`config.mk`:
```
export PLATFORM = sky130hd
export DESIGN_NAME = ring_mesh_triangle_indexer_flat
export DESIGN_NICKNAME = d
export VERILOG_FILES = /design/src/rtl/rmti_pkg.sv /design/src/rtl/rmti_cfg_if.sv /design/src/rtl/rmti_tri_in_if.sv /design/src/rtl/rmti_tri_out_if.sv /design/src/rtl/rmti_front.sv /design/src/rtl/rmti_div_stage.sv /design/src/rtl/rmti_assemble.sv /design/src/rtl/ring_mesh_triangle_indexer.sv /design/src/flat_wrapper.sv
export VERILOG_INCLUDE_DIRS = /design/src /design/src/rtl
export SDC_FILE = /design/constraint.sdc
export NUM_CORES = 1
export LEC_CHECK = 0
export ABC_AREA = 0
export BUFFER_PORTS_ARGS = -buffer_cell sky130_fd_sc_hd__buf_2
export CAP_MARGIN = 15
export CORE_MARGIN = 8
export CORE_UTILIZATION = 67
export CTS_CLUSTER_SIZE = 24
export DETAILED_ROUTE_END_ITERATION = 12
export PLACE_DENSITY = 0.85
export SLEW_MARGIN = 20
export SYNTH_ARGS = -nofsm -noshare
export SYNTH_HDL_FRONTEND = slang
export SYNTH_SLANG_ARGS = --single-unit
```
`constraint.sdc`:
```
create_clock -name clk -period 21.9 [get_ports clk]
set_clock_uncertainty 0.1 [all_clocks]
set_input_delay 2.19 -clock clk [delete_from_list [all_inputs] [get_ports clk]]
set_output_delay 2.19 -clock clk [all_outputs]
set_load 0.1 [all_outputs]
```
`src/rtl/ring_mesh_triangle_indexer_macros.svh`:
```
// ----------------------------------------------------------------------------
// Ring mesh triangle indexer: assertion macros
// Shared concurrent assertion forms, clocked and reset-qualified.
// ----------------------------------------------------------------------------
`ifndef RING_MESH_TRIANGLE_INDEXER_MACROS_SVH
`define RING_MESH_TRIANGLE_INDEXER_MACROS_SVH

// Same-cycle implication.
`define RMTI_ASSERT_IMP(lbl, clk, rstn, ante, cons, msg) \
    lbl: assert property (@(posedge clk) disable iff (!rstn) (ante) |-> (cons)) \
        else $error(msg);

// Next-cycle implication.
`define RMTI_ASSERT_NXT(lbl, clk, rstn, ante, cons, msg) \
    lbl: assert property (@(posedge clk) disable iff (!rstn) (ante) |=> (cons)) \
        else $error(msg);

`endif

```
`src/rtl/rmti_pkg.sv`:
```
// ----------------------------------------------------------------------------
// Ring mesh triangle indexer package
// Widths, codes and pipeline payload types.
// ----------------------------------------------------------------------------
`default_nettype none

package rmti_pkg;

    localparam int TRI_W      = 17;
    localparam int VERT_W     = 17;
    localparam int HALF_W     = 8;
    localparam int RINGS_W    = 9;
    localparam int P_W        = HALF_W + 1;
    localparam int BAND_W     = P_W + RINGS_W + 2;
    localparam int QH_W       = TRI_W - 2;
    localparam int QUOT_W     = RINGS_W;
    localparam int SEC_W      = 2;

    localparam int CFG_IDX_W  = 2;
    localparam int CFG_DATA_W = 9;

    localparam logic [CFG_IDX_W-1:0] CFG_HALF_POINTS = 2'd0;
    localparam logic [CFG_IDX_W-1:0] CFG_RINGS       = 2'd1;

    localparam logic [HALF_W-1:0]  HALF_POINTS_RST = 8'd8;
    localparam logic [RINGS_W-1:0] RINGS_RST       = 9'd7;

    localparam int DEFAULT_MAX_HALF_POINTS = 128;
    localparam int DEFAULT_MAX_RINGS       = 256;

    // restoring divider: QUOT_W steps spread over DIV_STAGES stages
    localparam int DIV_STEPS  = 3;
    localparam int DIV_STAGES = (QUOT_W + DIV_STEPS - 1) / DIV_STEPS;

    localparam logic [SEC_W-1:0] SEC_BOTTOM = 2'd0;
    localparam logic [SEC_W-1:0] SEC_BAND   = 2'd1;
    localparam logic [SEC_W-1:0] SEC_TOP    = 2'd2;

    // mesh geometry derived from the config registers
    typedef struct packed {
        logic [HALF_W-1:0] h;
        logic [P_W-1:0]    p;
        logic [BAND_W-1:0] band;
        logic [VERT_W-1:0] m;
        logic [VERT_W-1:0] rp1;
    } rmti_geom_t;

    // item in flight between classify and assemble
    typedef struct packed {
        logic [SEC_W-1:0]  section;
        logic              ok;
        logic              odd;
        logic              qb;
        logic [P_W-1:0]    u;
        logic [QH_W-1:0]   rem;
        logic [QUOT_W-1:0] quot;
    } rmti_mid_t;

    typedef struct packed {
        logic [VERT_W-1:0] vert_a;
        logic [VERT_W-1:0] vert_b;
        logic [VERT_W-1:0] vert_c;
        logic [SEC_W-1:0]  section;
        logic              in_range;
    } rmti_out_t;

endpackage

`default_nettype wire

```
`src/rtl/rmti_cfg_if.sv`:
```
// ----------------------------------------------------------------------------
// Config write channel
// Register index and write data with valid/ready.
// ----------------------------------------------------------------------------
`default_nettype none

interface rmti_cfg_if;
    import rmti_pkg::*;

    logic                  valid;
    logic                  ready;
    logic [CFG_IDX_W-1:0]  index;
    logic [CFG_DATA_W-1:0] data;

    modport source (output valid, index, data, input ready);
    modport sink   (input valid, index, data, output ready);
endinterface

`default_nettype wire

```
`src/rtl/rmti_tri_in_if.sv`:
```
// ----------------------------------------------------------------------------
// Triangle request channel
// One triangle number per item.
// ----------------------------------------------------------------------------
`default_nettype none

interface rmti_tri_in_if;
    import rmti_pkg::*;

    logic             valid;
    logic             ready;
    logic [TRI_W-1:0] tri_number;

    modport source (output valid, tri_number, input ready);
    modport sink   (input valid, tri_number, output ready);
endinterface

`default_nettype wire

```
`src/rtl/rmti_tri_out_if.sv`:
```
// ----------------------------------------------------------------------------
// Triangle result channel
// Three vertex indices, section and range flag per item.
// ----------------------------------------------------------------------------
`default_nettype none

interface rmti_tri_out_if;
    import rmti_pkg::*;

    logic              valid;
    logic              ready;
    logic [VERT_W-1:0] vert_a;
    logic [VERT_W-1:0] vert_b;
    logic [VERT_W-1:0] vert_c;
    logic [SEC_W-1:0]  section;
    logic              in_range;

    modport source (output valid, vert_a, vert_b, vert_c, section, in_range, input ready);
    modport sink   (input valid, vert_a, vert_b, vert_c, section, in_range, output ready);
endinterface

`default_nettype wire

```
`src/rtl/rmti_front.sv`:
```
// ----------------------------------------------------------------------------
// Input register and section classifier
// Two stages: capture triangle number, then split into fan/band/out of range.
// ----------------------------------------------------------------------------
`default_nettype none

module rmti_front (
    input  wire logic                       clk,
    input  wire logic                       rst_n,
    input  wire rmti_pkg::rmti_geom_t       geom,
    input  wire logic                       in_valid,
    output logic                            in_ready,
    input  wire logic [rmti_pkg::TRI_W-1:0] in_tri,
    output logic                            out_valid,
    input  wire logic                       out_ready,
    output rmti_pkg::rmti_mid_t             out_data
);
    import rmti_pkg::*;

    logic             a_valid_reg;
    logic [TRI_W-1:0] a_tri_reg;
    logic             a_ready;
    logic             b_valid_reg;
    rmti_mid_t        b_data_reg;
    rmti_mid_t        b_data_next;
    logic             b_ready;

    logic [TRI_W-1:0] d;
    logic [TRI_W-1:0] f;
    logic             lt_p;
    logic             in_band;
    logic             in_top;

    assign b_ready  = !b_valid_reg || out_ready;
    assign a_ready  = !a_valid_reg || b_ready;
    assign in_ready = a_ready;

    always_comb
    begin
        lt_p    = a_tri_reg < TRI_W'(geom.p);
        d       = a_tri_reg - TRI_W'(geom.p);
        in_band = BAND_W'(d) < geom.band;
        // band fits in TRI_W whenever this is used
        f       = d - TRI_W'(geom.band);
        in_top  = f < TRI_W'(geom.p);

        b_data_next = '0;
        if (lt_p)
        begin
            b_data_next.section = SEC_BOTTOM;
            b_data_next.ok      = 1'b1;
            b_data_next.u       = a_tri_reg[P_W-1:0];
        end
        else if (in_band)
        begin
            // quad q = d/2, ring pos divides as (q/2)/h with q[0] kept aside
            b_data_next.section = SEC_BAND;
            b_data_next.ok      = 1'b1;
            b_data_next.odd     = d[0];
            b_data_next.qb      = d[1];
            b_data_next.rem     = d[TRI_W-1:2];
        end
        else if (in_top)
        begin
            b_data_next.section = SEC_TOP;
            b_data_next.ok      = 1'b1;
            b_data_next.u       = f[P_W-1:0];
        end
    end

    always_ff @(posedge clk or negedge rst_n)
    begin
        if (!rst_n)
        begin
            a_valid_reg <= 1'b0;
            b_valid_reg <= 1'b0;
        end
        else
        begin
            if (a_ready)
            begin
                a_valid_reg <= in_valid;
            end
            if (b_ready)
            begin
                b_valid_reg <= a_valid_reg;
            end
        end
    end

    always_ff @(posedge clk)
    begin
        if (in_valid && a_ready)
        begin
            a_tri_reg <= in_tri;
        end
        if (a_valid_reg && b_ready)
        begin
            b_data_reg <= b_data_next;
        end
    end

    assign out_valid = b_valid_reg;
    assign out_data  = b_data_reg;

endmodule

`default_nettype wire

```
`src/rtl/rmti_div_stage.sv`:
```
// ----------------------------------------------------------------------------
// Restoring divider stage
// Several quotient bits per stage, MSB first, of rem / h.
// ----------------------------------------------------------------------------
`default_nettype none

module rmti_div_stage #(
    parameter int FIRST_BIT = 8
) (
    input  wire logic                 clk,
    input  wire logic                 rst_n,
    input  wire rmti_pkg::rmti_geom_t geom,
    input  wire logic                 in_valid,
    output logic                      in_ready,
    input  wire rmti_pkg::rmti_mid_t  in_data,
    output logic                      out_valid,
    input  wire logic                 out_ready,
    output rmti_pkg::rmti_mid_t       out_data
);
    import rmti_pkg::*;

    localparam int TRIAL_W = QH_W + 1;

    logic      valid_reg;
    rmti_mid_t data_reg;
    rmti_mid_t data_next;

    assign in_ready = !valid_reg || out_ready;

    always_comb
    begin
        logic [TRIAL_W-1:0] trial;
        trial     = '0;
        data_next = in_data;
        for (int s = 0; s < DIV_STEPS; s++)
        begin
            trial = TRIAL_W'(geom.h) << (FIRST_BIT - s);
            if (TRIAL_W'(data_next.rem) >= trial)
            begin
                data_next.rem  = data_next.rem - trial[QH_W-1:0];
                data_next.quot = {data_next.quot[QUOT_W-2:0], 1'b1};
            end
            else
            begin
                data_next.quot = {data_next.quot[QUOT_W-2:0], 1'b0};
            end
        end
    end

    always_ff @(posedge clk or negedge rst_n)
    begin
        if (!rst_n)
        begin
            valid_reg <= 1'b0;
        end
        else if (in_ready)
        begin
            valid_reg <= in_valid;
        end
    end

    always_ff @(posedge clk)
    begin
        if (in_valid && in_ready)
        begin
            data_reg <= data_next;
        end
    end

    assign out_valid = valid_reg;
    assign out_data  = data_reg;

endmodule

`default_nettype wire

```
`src/rtl/rmti_assemble.sv`:
```
// ----------------------------------------------------------------------------
// Vertex assembly and output register
// Ring base multiply, wrap of ring position, per-section vertex select.
// ----------------------------------------------------------------------------
`default_nettype none

module rmti_assemble (
    input  wire logic                 clk,
    input  wire logic                 rst_n,
    input  wire rmti_pkg::rmti_geom_t geom,
    input  wire logic                 in_valid,
    output logic                      in_ready,
    input  wire rmti_pkg::rmti_mid_t  in_data,
    output logic                      out_valid,
    input  wire logic                 out_ready,
    output rmti_pkg::rmti_out_t       out_data
);
    import rmti_pkg::*;

    logic      valid_reg;
    rmti_out_t data_reg;
    rmti_out_t data_next;

    logic [2*P_W-1:0]  lo_full;
    logic [VERT_W-1:0] lo;
    logic [VERT_W-1:0] hi;
    logic [P_W-1:0]    j;
    logic [P_W-1:0]    j1;
    logic [P_W-1:0]    n;
    logic [P_W-1:0]    u1;
    logic [P_W-1:0]    uw;

    assign in_ready = !valid_reg || out_ready;

    always_comb
    begin
        // ring position j = 2*(q/2 mod h) + q[0]; neighbor wraps at p
        j       = {in_data.rem[HALF_W-1:0], in_data.qb};
        j1      = j + 1'b1;
        n       = (j1 == geom.p) ? '0 : j1;
        lo_full = (2*P_W)'(in_data.quot) * (2*P_W)'(geom.p);
        lo      = lo_full[VERT_W-1:0];
        hi      = lo + VERT_W'(geom.p);
        u1      = in_data.u + 1'b1;
        uw      = (u1 == geom.p) ? '0 : u1;

        data_next          = '0;
        data_next.section  = in_data.section;
        data_next.in_range = in_data.ok;
        if (in_data.ok)
        begin
            case (in_data.section)
                SEC_BOTTOM:
                begin
                    data_next.vert_a = '0;
                    data_next.vert_b = VERT_W'(uw) + 1'b1;
                    data_next.vert_c = VERT_W'(u1);
                end
                SEC_BAND:
                begin
                    if (!in_data.odd)
                    begin
                        data_next.vert_a = lo + VERT_W'(j1);
                        data_next.vert_b = lo + VERT_W'(n) + 1'b1;
                    end
                    else
                    begin
                        data_next.vert_a = lo + VERT_W'(n) + 1'b1;
                        data_next.vert_b = hi + VERT_W'(n) + 1'b1;
                    end
                    data_next.vert_c = hi + VERT_W'(j1);
                end
                SEC_TOP:
                begin
                    data_next.vert_a = geom.rp1;
                    data_next.vert_b = geom.m + VERT_W'(u1);
                    data_next.vert_c = geom.m + VERT_W'(uw) + 1'b1;
                end
                default:
                begin
                    data_next.vert_a = '0;
                end
            endcase
        end
    end

    always_ff @(posedge clk or negedge rst_n)
    begin
        if (!rst_n)
        begin
            valid_reg <= 1'b0;
        end
        else if (in_ready)
        begin
            valid_reg <= in_valid;
        end
    end

    always_ff @(posedge clk)
    begin
        if (in_valid && in_ready)
        begin
            data_reg <= data_next;
        end
    end

    assign out_valid = valid_reg;
    assign out_data  = data_reg;

endmodule

`default_nettype wire

```
`src/rtl/ring_mesh_triangle_indexer.sv`:
```
// ----------------------------------------------------------------------------
// Ring mesh triangle indexer
// Triangle number in, three vertex indices of a capped ring mesh out.
// ----------------------------------------------------------------------------
// Fully pipelined, one item per cycle sustained while tri_out is ready, six
// register stages (input register, classifier, three divider stages,
// assembly/output register), passed in that order by each triangle number
// on its way to tri_out. The depth is set by the band triangles: the ring
// and ring position come from dividing the quad number by the ring width,
// a 9-step restoring division run three quotient bits per stage. The mesh
// geometry (ring width, band size, top ring base) is re-registered every
// cycle from the config registers, so a config write applies to items
// accepted from the next cycle on. Config writes are always ready and are
// meant to be issued while no item is in flight. Any stall at tri_out backs
// up stage by stage; bubbles between stages are squeezed out.
// ----------------------------------------------------------------------------
`default_nettype none
`include "ring_mesh_triangle_indexer_macros.svh"

module ring_mesh_triangle_indexer #(
    parameter int unsigned MAX_HALF_POINTS = rmti_pkg::DEFAULT_MAX_HALF_POINTS,
    parameter int unsigned MAX_RINGS       = rmti_pkg::DEFAULT_MAX_RINGS
) (
    input  wire logic      clk,
    input  wire logic      rst_n,
    rmti_cfg_if.sink       cfg,
    rmti_tri_in_if.sink    tri_in,
    rmti_tri_out_if.source tri_out
);
    import rmti_pkg::*;

    // config registers hold the bits as written; limits apply on use
    logic [HALF_W-1:0]  half_points_reg;
    logic [RINGS_W-1:0] rings_reg;

    logic [HALF_W-1:0]    eff_h;
    logic [RINGS_W-1:0]   eff_r;
    logic [RINGS_W-1:0]   r_m1;
    logic [2*P_W-1:0]     m_full;
    rmti_geom_t           geom_next;
    rmti_geom_t           geom_reg;

    // pipeline links
    logic      fr_valid;
    logic      fr_ready;
    rmti_mid_t fr_data;
    logic      dv_valid [DIV_STAGES+1];
    logic      dv_ready [DIV_STAGES+1];
    rmti_mid_t dv_data  [DIV_STAGES+1];
    rmti_out_t res;

    // ---------------- config port ----------------
    assign cfg.ready = 1'b1;

    always_ff @(posedge clk or negedge rst_n)
    begin
        if (!rst_n)
        begin
            half_points_reg <= HALF_POINTS_RST;
            rings_reg       <= RINGS_RST;
        end
        else if (cfg.valid)
        begin
            case (cfg.index)
                CFG_HALF_POINTS: half_points_reg <= cfg.data[HALF_W-1:0];
                CFG_RINGS:       rings_reg       <= cfg.data[RINGS_W-1:0];
                default:         ;
            endcase
        end
    end

    // ---------------- geometry ----------------
    // Clamp to the legal ranges, then precompute per-config values:
    //   p    = 2h        ring width
    //   band = 2p(r-1)   band triangle count
    //   m    = (r-1)p    base of the top ring (mod 2^17)
    //   rp1  = rp+1      top pole vertex (mod 2^17)
    always_comb
    begin
        if (half_points_reg < HALF_W'(2))
        begin
            eff_h = HALF_W'(2);
        end
        else if (32'(half_points_reg) > MAX_HALF_POINTS)
        begin
            eff_h = HALF_W'(MAX_HALF_POINTS);
        end
        else
        begin
            eff_h = half_points_reg;
        end

        if (rings_reg == '0)
        begin
            eff_r = RINGS_W'(1);
        end
        else if (32'(rings_reg) > MAX_RINGS)
        begin
            eff_r = RINGS_W'(MAX_RINGS);
        end
        else
        begin
            eff_r = rings_reg;
        end

        r_m1           = eff_r - 1'b1;
        geom_next.h    = eff_h;
        geom_next.p    = {eff_h, 1'b0};
        m_full         = (2*P_W)'(r_m1) * (2*P_W)'(geom_next.p);
        geom_next.band = BAND_W'({m_full, 1'b0});
        geom_next.m    = m_full[VERT_W-1:0];
        geom_next.rp1  = m_full[VERT_W-1:0] + VERT_W'(geom_next.p) + 1'b1;
    end

    always_ff @(posedge clk)
    begin
        geom_reg <= geom_next;
    end

    // ---------------- pipeline ----------------
    rmti_front u_front (
        .clk       (clk),
        .rst_n     (rst_n),
        .geom      (geom_reg),
        .in_valid  (tri_in.valid),
        .in_ready  (tri_in.ready),
        .in_tri    (tri_in.tri_number),
        .out_valid (fr_valid),
        .out_ready (fr_ready),
        .out_data  (fr_data)
    );

    assign dv_valid[0] = fr_valid;
    assign dv_data[0]  = fr_data;
    assign fr_ready    = dv_ready[0];

    for (genvar g = 0; g < DIV_STAGES; g++)
    begin : g_div
        rmti_div_stage #(
            .FIRST_BIT (QUOT_W - 1 - g * DIV_STEPS)
        ) u_div (
            .clk       (clk),
            .rst_n     (rst_n),
            .geom      (geom_reg),
            .in_valid  (dv_valid[g]),
            .in_ready  (dv_ready[g]),
            .in_data   (dv_data[g]),
            .out_valid (dv_valid[g+1]),
            .out_ready (dv_ready[g+1]),
            .out_data  (dv_data[g+1])
        );
    end

    rmti_assemble u_asm (
        .clk       (clk),
        .rst_n     (rst_n),
        .geom      (geom_reg),
        .in_valid  (dv_valid[DIV_STAGES]),
        .in_ready  (dv_ready[DIV_STAGES]),
        .in_data   (dv_data[DIV_STAGES]),
        .out_valid (tri_out.valid),
        .out_ready (tri_out.ready),
        .out_data  (res)
    );

    assign tri_out.vert_a   = res.vert_a;
    assign tri_out.vert_b   = res.vert_b;
    assign tri_out.vert_c   = res.vert_c;
    assign tri_out.section  = res.section;
    assign tri_out.in_range = res.in_range;

    // ---------------- checks ----------------
    `RMTI_ASSERT_IMP(a_oor_zero, clk, rst_n,
        tri_out.valid && !tri_out.in_range,
        tri_out.vert_a == '0 && tri_out.vert_b == '0 && tri_out.vert_c == '0 &&
        tri_out.section == SEC_BOTTOM,
        "out of range result not cleared")
    `RMTI_ASSERT_IMP(a_bottom_pole, clk, rst_n,
        tri_out.valid && tri_out.in_range && tri_out.section == SEC_BOTTOM,
        tri_out.vert_a == '0,
        "bottom fan triangle without pole vertex")
    `RMTI_ASSERT_IMP(a_backpressure_src, clk, rst_n,
        !tri_in.ready,
        tri_out.valid && !tri_out.ready,
        "input stalled while output is not stalled")
    `RMTI_ASSERT_NXT(a_cfg_half_write, clk, rst_n,
        cfg.valid && cfg.ready && cfg.index == CFG_HALF_POINTS,
        half_points_reg == $past(cfg.data[HALF_W-1:0]),
        "half_points write lost")

endmodule

`default_nettype wire

```
`src/flat_wrapper.sv`:
```
// flat-port wrapper written by rule: the top's interface ports become plain ports
module ring_mesh_triangle_indexer_flat import rmti_pkg::*;
#(
    parameter int unsigned MAX_HALF_POINTS = rmti_pkg::DEFAULT_MAX_HALF_POINTS,
    parameter int unsigned MAX_RINGS       = rmti_pkg::DEFAULT_MAX_RINGS
)
  (clk, rst_n, cfg_valid, cfg_index, cfg_data, cfg_ready, tri_in_valid, tri_in_tri_number, tri_in_ready, tri_out_valid, tri_out_vert_a, tri_out_vert_b, tri_out_vert_c, tri_out_section, tri_out_in_range, tri_out_ready);
  rmti_cfg_if cfg_i ();
  rmti_tri_in_if tri_in_i ();
  rmti_tri_out_if tri_out_i ();
  input  wire logic clk;
  input  wire logic rst_n;
  input wire logic [$bits(cfg_i.valid)-1:0] cfg_valid;
  input wire logic [$bits(cfg_i.index)-1:0] cfg_index;
  input wire logic [$bits(cfg_i.data)-1:0] cfg_data;
  output wire logic [$bits(cfg_i.ready)-1:0] cfg_ready;
  input wire logic [$bits(tri_in_i.valid)-1:0] tri_in_valid;
  input wire logic [$bits(tri_in_i.tri_number)-1:0] tri_in_tri_number;
  output wire logic [$bits(tri_in_i.ready)-1:0] tri_in_ready;
  output wire logic [$bits(tri_out_i.valid)-1:0] tri_out_valid;
  output wire logic [$bits(tri_out_i.vert_a)-1:0] tri_out_vert_a;
  output wire logic [$bits(tri_out_i.vert_b)-1:0] tri_out_vert_b;
  output wire logic [$bits(tri_out_i.vert_c)-1:0] tri_out_vert_c;
  output wire logic [$bits(tri_out_i.section)-1:0] tri_out_section;
  output wire logic [$bits(tri_out_i.in_range)-1:0] tri_out_in_range;
  input wire logic [$bits(tri_out_i.ready)-1:0] tri_out_ready;
  assign cfg_i.valid = cfg_valid;
  assign cfg_i.index = cfg_index;
  assign cfg_i.data = cfg_data;
  assign cfg_ready = cfg_i.ready;
  assign tri_in_i.valid = tri_in_valid;
  assign tri_in_i.tri_number = tri_in_tri_number;
  assign tri_in_ready = tri_in_i.ready;
  assign tri_out_valid = tri_out_i.valid;
  assign tri_out_vert_a = tri_out_i.vert_a;
  assign tri_out_vert_b = tri_out_i.vert_b;
  assign tri_out_vert_c = tri_out_i.vert_c;
  assign tri_out_section = tri_out_i.section;
  assign tri_out_in_range = tri_out_i.in_range;
  assign tri_out_i.ready = tri_out_ready;
  ring_mesh_triangle_indexer #(.MAX_HALF_POINTS(MAX_HALF_POINTS), .MAX_RINGS(MAX_RINGS)) u_core (.clk(clk), .rst_n(rst_n), .cfg(cfg_i), .tri_in(tri_in_i), .tri_out(tri_out_i));
endmodule
```
-- Word-level counts from Yosys, hierarchy flattened
Cells that the tools add are included.
- add/subtract/negate cells: 27
- eq/ne operators: 5
- muxes and demuxes: 32
- $lt $le $gt $ge: 15
- reduce and logical (&&, ||, !) cells: 25
- $mul: 2
- bitwise operators: 1
- operators by type and width (operator ; count):
    adder 17 x 9 -> 17 bit ; 8
    two-way mux 15 bit ; 8
    one-hot mux 34 bit (3 select lines) ; 1
    adder 17 x 1 -> 17 bit (second input constant) ; 4
    two-way mux 9 bit ; 7
    < comparator 17 x 9 -> 1 bit ; 2
    two-way mux 34 bit ; 1
    one-hot mux 17 bit (2 select lines) ; 1
    subtractor 15 bit ; 2
    two-way mux 8 bit ; 3
    < comparator 17 x 19 -> 1 bit ; 1
    adder 9 x 1 -> 9 bit (second input constant) ; 2
    == test 9 bit ; 2
    multiplier 9 x 8 -> 17 bit ; 1
    subtractor 17 bit ; 1
    subtractor 17 x 9 -> 17 bit ; 1
    greater-or-equal comparator 15 x 16 -> 1 bit ; 1
    multiplier 9 x 8 -> 16 bit ; 1
    greater-or-equal comparator 15 x 10 -> 1 bit ; 1
    greater-or-equal comparator 15 x 11 -> 1 bit ; 1
    greater-or-equal comparator 15 x 12 -> 1 bit ; 1
    greater-or-equal comparator 15 x 13 -> 1 bit ; 1
    greater-or-equal comparator 15 x 14 -> 1 bit ; 1
    greater-or-equal comparator 15 bit ; 1
    other kinds (27) ; 54
- logic and storage cells: 153
- output and inout port bits: 57
- input bits: 33
- flip-flop bits (word level): 279

-- Logic depth before layout (Yosys ltp)
Gate-level depths: netlist of the first run.
- word-level depth: 8
- gate-level depth with buffers: 37
- mapped depth without buffers: 34

-- Hierarchy
Synthesis of the first run repeated with hierarchy kept, for this count alone.
- cell total of the unflattened synthesis: 2757
- area total of the unflattened synthesis: 26268.9 um^2
- modules (own cells, without submodules) (module ; area an instance (um^2) ; instances ; sequential area each (um^2) ; cells each):
    rmti_assemble ; 9526.6 ; 1 ; 1646.6 ; 1131
    ring_mesh_triangle_indexer ; 4591.9 ; 1 ; 1251.2 ; 474
    rmti_front ; 3583.4 ; 1 ; 1431.4 ; 353
    rmti_div_stage at u_core.g_div[2].u_div ; 3144.3 ; 1 ; 1166.1 ; 317
    rmti_div_stage at u_core.g_div[1].u_div ; 2877.8 ; 1 ; 1166.1 ; 270
    rmti_div_stage at u_core.g_div[0].u_div ; 2544.9 ; 1 ; 1166.1 ; 212

-- Worst setup path after synthesis of the first run
Ideal clock, no wire load.
- path type: flip-flop to flip-flop
- start point: register u_core.geom_reg[64] (netlist bit)
- end point: register u_core.g_div[0].u_div.data_reg, in the netlist u_core.g_div[0].u_div.out_data[17] (data pin)
- data arrival time: 7.382 ns
- library setup time: 0.260 ns
- path buffers: 4
- data required time: 21.540 ns
- cell stages (with the launch flop): 36
- path slack: 14.158 ns
- period minus slack after synthesis: 7.742 ns
- cells stage by stage: dfxtp_1 > clkbuf_1 > inv_1 > fa_1 > a21o_1 > a21o_1 > a21oi_1 > o21bai_1 > a221oi_1 > or2_1 > clkbuf_1 > mux2_2 > ha_1 > a21o_1 > a21oi_1 > nor2_1 > o21a_1 > o21ai_1 > nand2_1 > a21oi_1 > clkbuf_1 > nor2_1 > a21oi_1 > inv_1 > ha_1 > nor2b_1 > o21ai_0 > a21boi_0 > o21a_1 > o21ai_0 > nand2b_1 > a21oi_1 > o21ai_0 > nor2b_1 > buf_2 > mux2_2
- RTL lines (what ; RTL line ; source):
    start: declaration ; ring_mesh_triangle_indexer.sv:41 ; rmti_geom_t geom_reg;
    start signal: assignment ; ring_mesh_triangle_indexer.sv:117 ; geom_reg <= geom_next;
    end signal: assignment ; rmti_div_stage.sv:66 ; data_reg <= data_next;
    end: declaration ; rmti_div_stage.sv:25 ; rmti_mid_t data_reg;

==> reports/qor.csv, run 1 <==
metric,value,unit
tightest_slew,1.15,ns
grt_pass1_vias,18936,
critPathMaxFanout,15,
setup_tns,0,ns
cts_buffer_depth,3,
cts_root_buf,clkbuf_16,
clock-sinks,262,
drc,0,
viasPerCell,6.25,
cap_violations,0,
synth_edf_count,198,
slew_headroom,23.7,%
async_flop_share,8.78,%
dpl.hpwl,47200,um
core,34500,um2
grt_max_degree,55,
slowest_delay,0.98,ns
syn_avg_cell_area,9.48,um2
htree_num_levels,1,
grt.met2_usage,48.7,%
yosys.cell_types.count,90,
clkLatencyLatePin,0.58,ns
ctsHoldBuffers,0,
grt_util_met3,5.29,%
reg2regPathDepth,26,
final_common_cell,inv_1,
ant_nets,0,
rr_startpoint,u_core.geom_reg[70],
drt-pass1-iter-count,6,
crit_path_start,u_core.geom_reg[70],
fillers,2431,
seq_area_frac_synth,31.5,%
wl_per_cell,20.0,um
synth_warnings,0,
start_kind,flip-flop,
hp-class,flip-flop to flip-flop,
setup.worst_path.end,u_core.g_div[1].u_div.out_data[15],
cts_setup_buffers,0,
cts_buffers,28,
die_h,203,um
grt_usage,28.8,%
routed_wl,60500,um
antenna_found_initial,1,
dp_slack,13.45,ns
syn_nets,2843,
area_growth,8.07,%
period_share,39.6,%
min_period,8.67,ns
largest_reg_flops,98,
portBuffers,88,
cp.arrival,8.88,ns
grt_use_met1,36.4,%
gp_congestion,0.940,
grt-ovfl-total,0,
setup_slack,13.23,ns
setup_viol,0,
mappedNetlistArea,23400,um2
required,22.11,ns
busiest_layer,met2,
rr_endpoint,u_core.g_div[1].u_div.out_data[15],
hold_violations,0,
ys.flop_type,edfxtp_1,
status,"complete, no violations",
die_area,41100,um2
cts_resized,0,
initial_utilization,67.8,%
finalNetCount,2927,
drive_above_1_share,9.11,%
layout_common_cells,"inv_1, ha_1, nor2_1, edfxtp_1, xnor2_1",
fmax,115,MHz
rsz0062_at_grt,false,
rrSetupSlack,13.23,ns
die_w,203,um
grt_pass1_wl,96600,um
endpoint_kind,flip-flop,
holdWs,0.319,ns
syn_inst,2464,
final-max-slew-violation-count,0,
path_clk_slew,0.06,ns
drtIter0Drc,1605,
path_common_cell,o21ai_0,
route.vias.total,18916,
rows,68,
worstSetupPathType,flip-flop to flip-flop,
min-delay-start,u_core.g_div[1].u_div.out_data[33],
ios,90,
cp_slowest_cell,dfxtp_1,
tritoncts,built,
ys_ff_latch,262,
[layout make-up]
type,count,area (um2),area share (%)
multi-input combinational,1901,14900,58.9
timing repair buffer,105,568,2.25
clock inverter,17,214,0.848
sequential,262,7350,29.1
clock buffer,35,727,2.88
antenna,1,2.50,0.00992
inverter,250,938,3.72
tap,455,569,2.26
[metal layers]
layer	routed length, um	up-vias
li1	-	8778
met1	24300	9069
met2	29000	896
met3	5010	171
met4	2170	2
met5	8	-
[kinds of logic (layout without fill, tap and decap cells)]
logic type	after synthesis	count (layout)	share of synthesized area [%]
xor gates and xnor gates	233	233	8.74
other	1	2	0.0161
muxes	73	73	3.47
buffers and inverters	301	407	4.92
and+or+nand+nor	757	757	15.9
adders and majority gates	346	346	21.8
DFF	262	262	31.5
AOI/OAI and AO/OA	491	491	13.6
[critical path: cells and delay by family, from the launching register on]
kind	cells	cell delay (ns)
compound gates	12	3.54
fa+ha+maj	3	1.24
buf+inv	1	0.15
flops	1	0.98
mux	2	0.83
simple gates	8	1.54
[Yosys cell counts (36+ instances only)]
cell type,count,share of area (%)
and2_1,70,1.9
nand3_1,43,0.92
nor2b_1,49,1.3
mux2_2,40,1.9
nor2_1,238,3.8
xnor2_1,174,6.5
clkbuf_1,39,0.63
a21oi_1,123,2.6
xor2_1,59,2.2
dfxtp_1,41,3.5
a21o_1,52,1.7
ha_1,244,13
o21ai_0,104,2.2
edfxtp_1,198,25
nand2b_1,36,0.96
nand2_1,168,2.7
fa_1,102,8.7
inv_1,248,4.0
[through the flow]
step                      instance area [um2]  std cells  utilization [%]
after floorplan                         23400       2464                -
after global placement                  24300       2973             70.5
after detailed placement                24300       2973             70.5
after CTS                               25200       3025             73.2
after global routing                    25200       3025             73.2
final                                   25200       3026             73.2
[worst min-delay path by stage]
| stage | slack [ns] | to | cells past startpoint |
|---|---|---|---|
| 6_report | 0.32 | u_core.g_div[2].u_div.out_data[33] | 0 |
| 2_1_floorplan | 0.30 | u_core.g_div[0].u_div.out_data[24] | 0 |
| 5_1_grt | 0.32 | u_core.g_div[0].u_div.out_data[26] | 0 |
| 4_1_cts | 0.32 | u_core.g_div[2].u_div.out_data[7] | 0 |
| 3_3_place_gp | 0.30 | u_core.g_div[2].u_div.out_data[28] | 0 |
| 3_5_place_dp | 0.30 | u_core.g_div[1].u_div.out_data[30] | 0 |
Power of run 1 is left out: the tool's default activity adds up to more than one toggle a clock period on the data nets, which glitch-free logic cannot reach.
==> run 2, diff against run 1 <==
--- a/config.mk
+++ b/config.mk
@@ -10,10 +10,10 @@
 export BUFFER_PORTS_ARGS = -buffer_cell sky130_fd_sc_hd__buf_2
 export CAP_MARGIN = 15
 export CORE_MARGIN = 8
-export CORE_UTILIZATION = 67
+export CORE_UTILIZATION = 64
 export CTS_CLUSTER_SIZE = 24
 export DETAILED_ROUTE_END_ITERATION = 12
-export PLACE_DENSITY = 0.85
+export PLACE_DENSITY = 0.82
 export SLEW_MARGIN = 20
 export SYNTH_ARGS = -nofsm -noshare
 export SYNTH_HDL_FRONTEND = slang
==> constraint.sdc (replaced) <==
create_clock -name clk -period 8.1 [get_ports clk]
set_clock_uncertainty 0.1 [all_clocks]
set_input_delay 0.81 -clock clk [delete_from_list [all_inputs] [get_ports clk]]
set_output_delay 0.81 -clock clk [all_outputs]
set_load 0.1 [all_outputs]
==> run 2 against run 1 <==
Flip-flop and latch count stayed put. Via count is 2.5% lower. Final area is 0.62% higher. Hold slack worse by 0.23 ns. Largest cell class unchanged. Register-to-register slack worse by 13 ns. First-iteration DRC count is 9.5% lower. Critical path depth is 3 higher. Utilization is 3.2 points lower. Worst setup slack worse by 13 ns. Sequential share of layout area is 0.17 points lower. Global-route usage is 1.8 points lower. Final cell count is 0.79% higher.
==> reports/qor.csv, run 2 (synthesized netlist as in run 1, its figures left out) <==
metric,value,unit,change
viasPerCell,6.05,,-3.3%
clock-sinks,262,,unchanged
tritoncts,built,,
setup_slack,0.543,ns,-12.69 ns
slowest_delay,0.42,ns,-0.56 ns
setup_viol,0,,unchanged
grt-ovfl-total,0,,unchanged
critPathMaxFanout,14,,-1
core,36300,um2,+5.2%
min_period,7.56,ns,-1.11 ns
finish.utilization,70.0,%,-3.2 points
drtIter0Drc,1452,,-9.5%
ant_nets,0,,unchanged
rows,70,,+2.9%
fmax,132,MHz,+15%
endpoint_kind,flip-flop,,
dpl-instance-area,24400,um2,+0.47%
cp_slowest_cell,fa_1,,
ios,90,,unchanged
wl_per_cell,19.5,um,-2.2%
dpl.hpwl,47300,um,+0.23%
hp-class,primary input to async pin,,
antenna_cells,0,,-1
required,8.32,ns,-13.79 ns
die_area,42900,um2,+4.3%
cts_buffers,28,,unchanged
cts_resized,0,,unchanged
setup_tns,0,ns,unchanged
reg2regPathDepth,29,,+12%
final_common_cell,inv_1,,
slew_headroom,31.1,%,+7.4 points
cts_buffer_depth,3,,unchanged
worstSetupPathType,flip-flop to flip-flop,,
gp_congestion,0.968,,+2.9%
hold_violations,0,,unchanged
area_growth,8.74,%,
portBuffers,88,,unchanged
rsz0062_at_grt,false,,
cp.arrival,7.78,ns,-1.10 ns
path_delay_family,compound AO/OA/AOI/OAI gates,,
period_share,93.3,%,+54 points
clkLatencyLatePin,0.58,ns,about the same
final-max-slew-violation-count,0,,unchanged
layout_common_cells,"inv_1, ha_1, nor2_1, edfxtp_1, xnor2_1",,
antenna_found_initial,1,,unchanged
dp_slack,0.508,ns,-12.94 ns
drc,0,,unchanged
initial_utilization,64.4,%,-3.4 points
path_clk_slew,0.07,ns,about the same
cts_setup_buffers,0,,unchanged
route.vias.total,18441,,-2.5%
routed_wl,59600,um,-1.4%
grt_max_degree,55,,unchanged
cap_violations,0,,unchanged
largest_reg_flops,98,,unchanged
path_buf_inv,3,,+2
rrSetupSlack,0.54,ns,-12.69 ns
die_w,207,um,+2.1%
ctsHoldBuffers,0,,unchanged
drive_above_1_share,9.68,%,+0.58 points
tightest_slew,1.01,ns,-0.137 ns
cts_root_buf,clkbuf_16,,
status,"complete, no violations",,
htree_num_levels,1,,unchanged
die_h,207,um,+2.1%
finalNetCount,2940,,+0.44%
rr_endpoint,u_core.g_div[1].u_div.out_data[14],,
grt_pass1_wl,95300,um,-1.3%
postLayoutCellArea,25400,um2,+0.62%
grt_pass1_vias,18411,,-2.8%
drt-pass1-iter-count,7,,+1
start_kind,flip-flop,,
grt_usage,27.0,%,-1.8 points
rr_startpoint,u_core.g_div[0].u_div.out_data[14],,
-- run 2: metal layers --
layer | vias to the layer above | wire length (um) | GRT usage (%) | share of wire [%]
met5 | - | 13 | 0 | 0.022
met3 | 130 | 3650 | 3.68 | 6.1
li1 | 8791 | - | - | -
met2 | 645 | 28600 | 46.2 | 48
met4 | 2 | 2010 | 9.34 | 3.4
met1 | 8873 | 25300 | 34.9 | 42
-- run 2: stage by stage --
step | std cells | hold slack, ns
2_1_floorplan | 2464 | 0.300
3_3_place_gp | 2999 | 0.301
3_5_place_dp | 2999 | 0.305
6_report | 3050 | 0.0877
4_1_cts | 3050 | 0.0741
5_1_grt | 3050 | 0.120
-- run 2: area by class of cell --
class                   count  area [um2]
multi-input cells        1901       14900
fillers                  2763       10900
flip-flops and latches    262        7350
inverters                 250         938
clock buffers              35         747
repair buffers            118         666
well taps                 468         586
clock inverters            16         229
-- run 2: worst max path at each step --
stage          cells past startpoint  slack, ns                                  to                                from
3_5_place_dp                      27       0.51  u_core.g_div[1].u_div.out_data[15]                 u_core.geom_reg[65]
3_3_place_gp                      27       0.82  u_core.g_div[1].u_div.out_data[14]                 u_core.geom_reg[65]
5_1_grt                           30       0.02  u_core.g_div[1].u_div.out_data[15]  u_core.g_div[0].u_div.out_data[14]
6_report                          29       0.54  u_core.g_div[1].u_div.out_data[14]  u_core.g_div[0].u_div.out_data[14]
2_1_floorplan                     35       0.36  u_core.g_div[0].u_div.out_data[17]                 u_core.geom_reg[64]
4_1_cts                           27       0.39  u_core.g_div[1].u_div.out_data[14]                 u_core.geom_reg[65]
Power of run 2 is left out for the same reason.
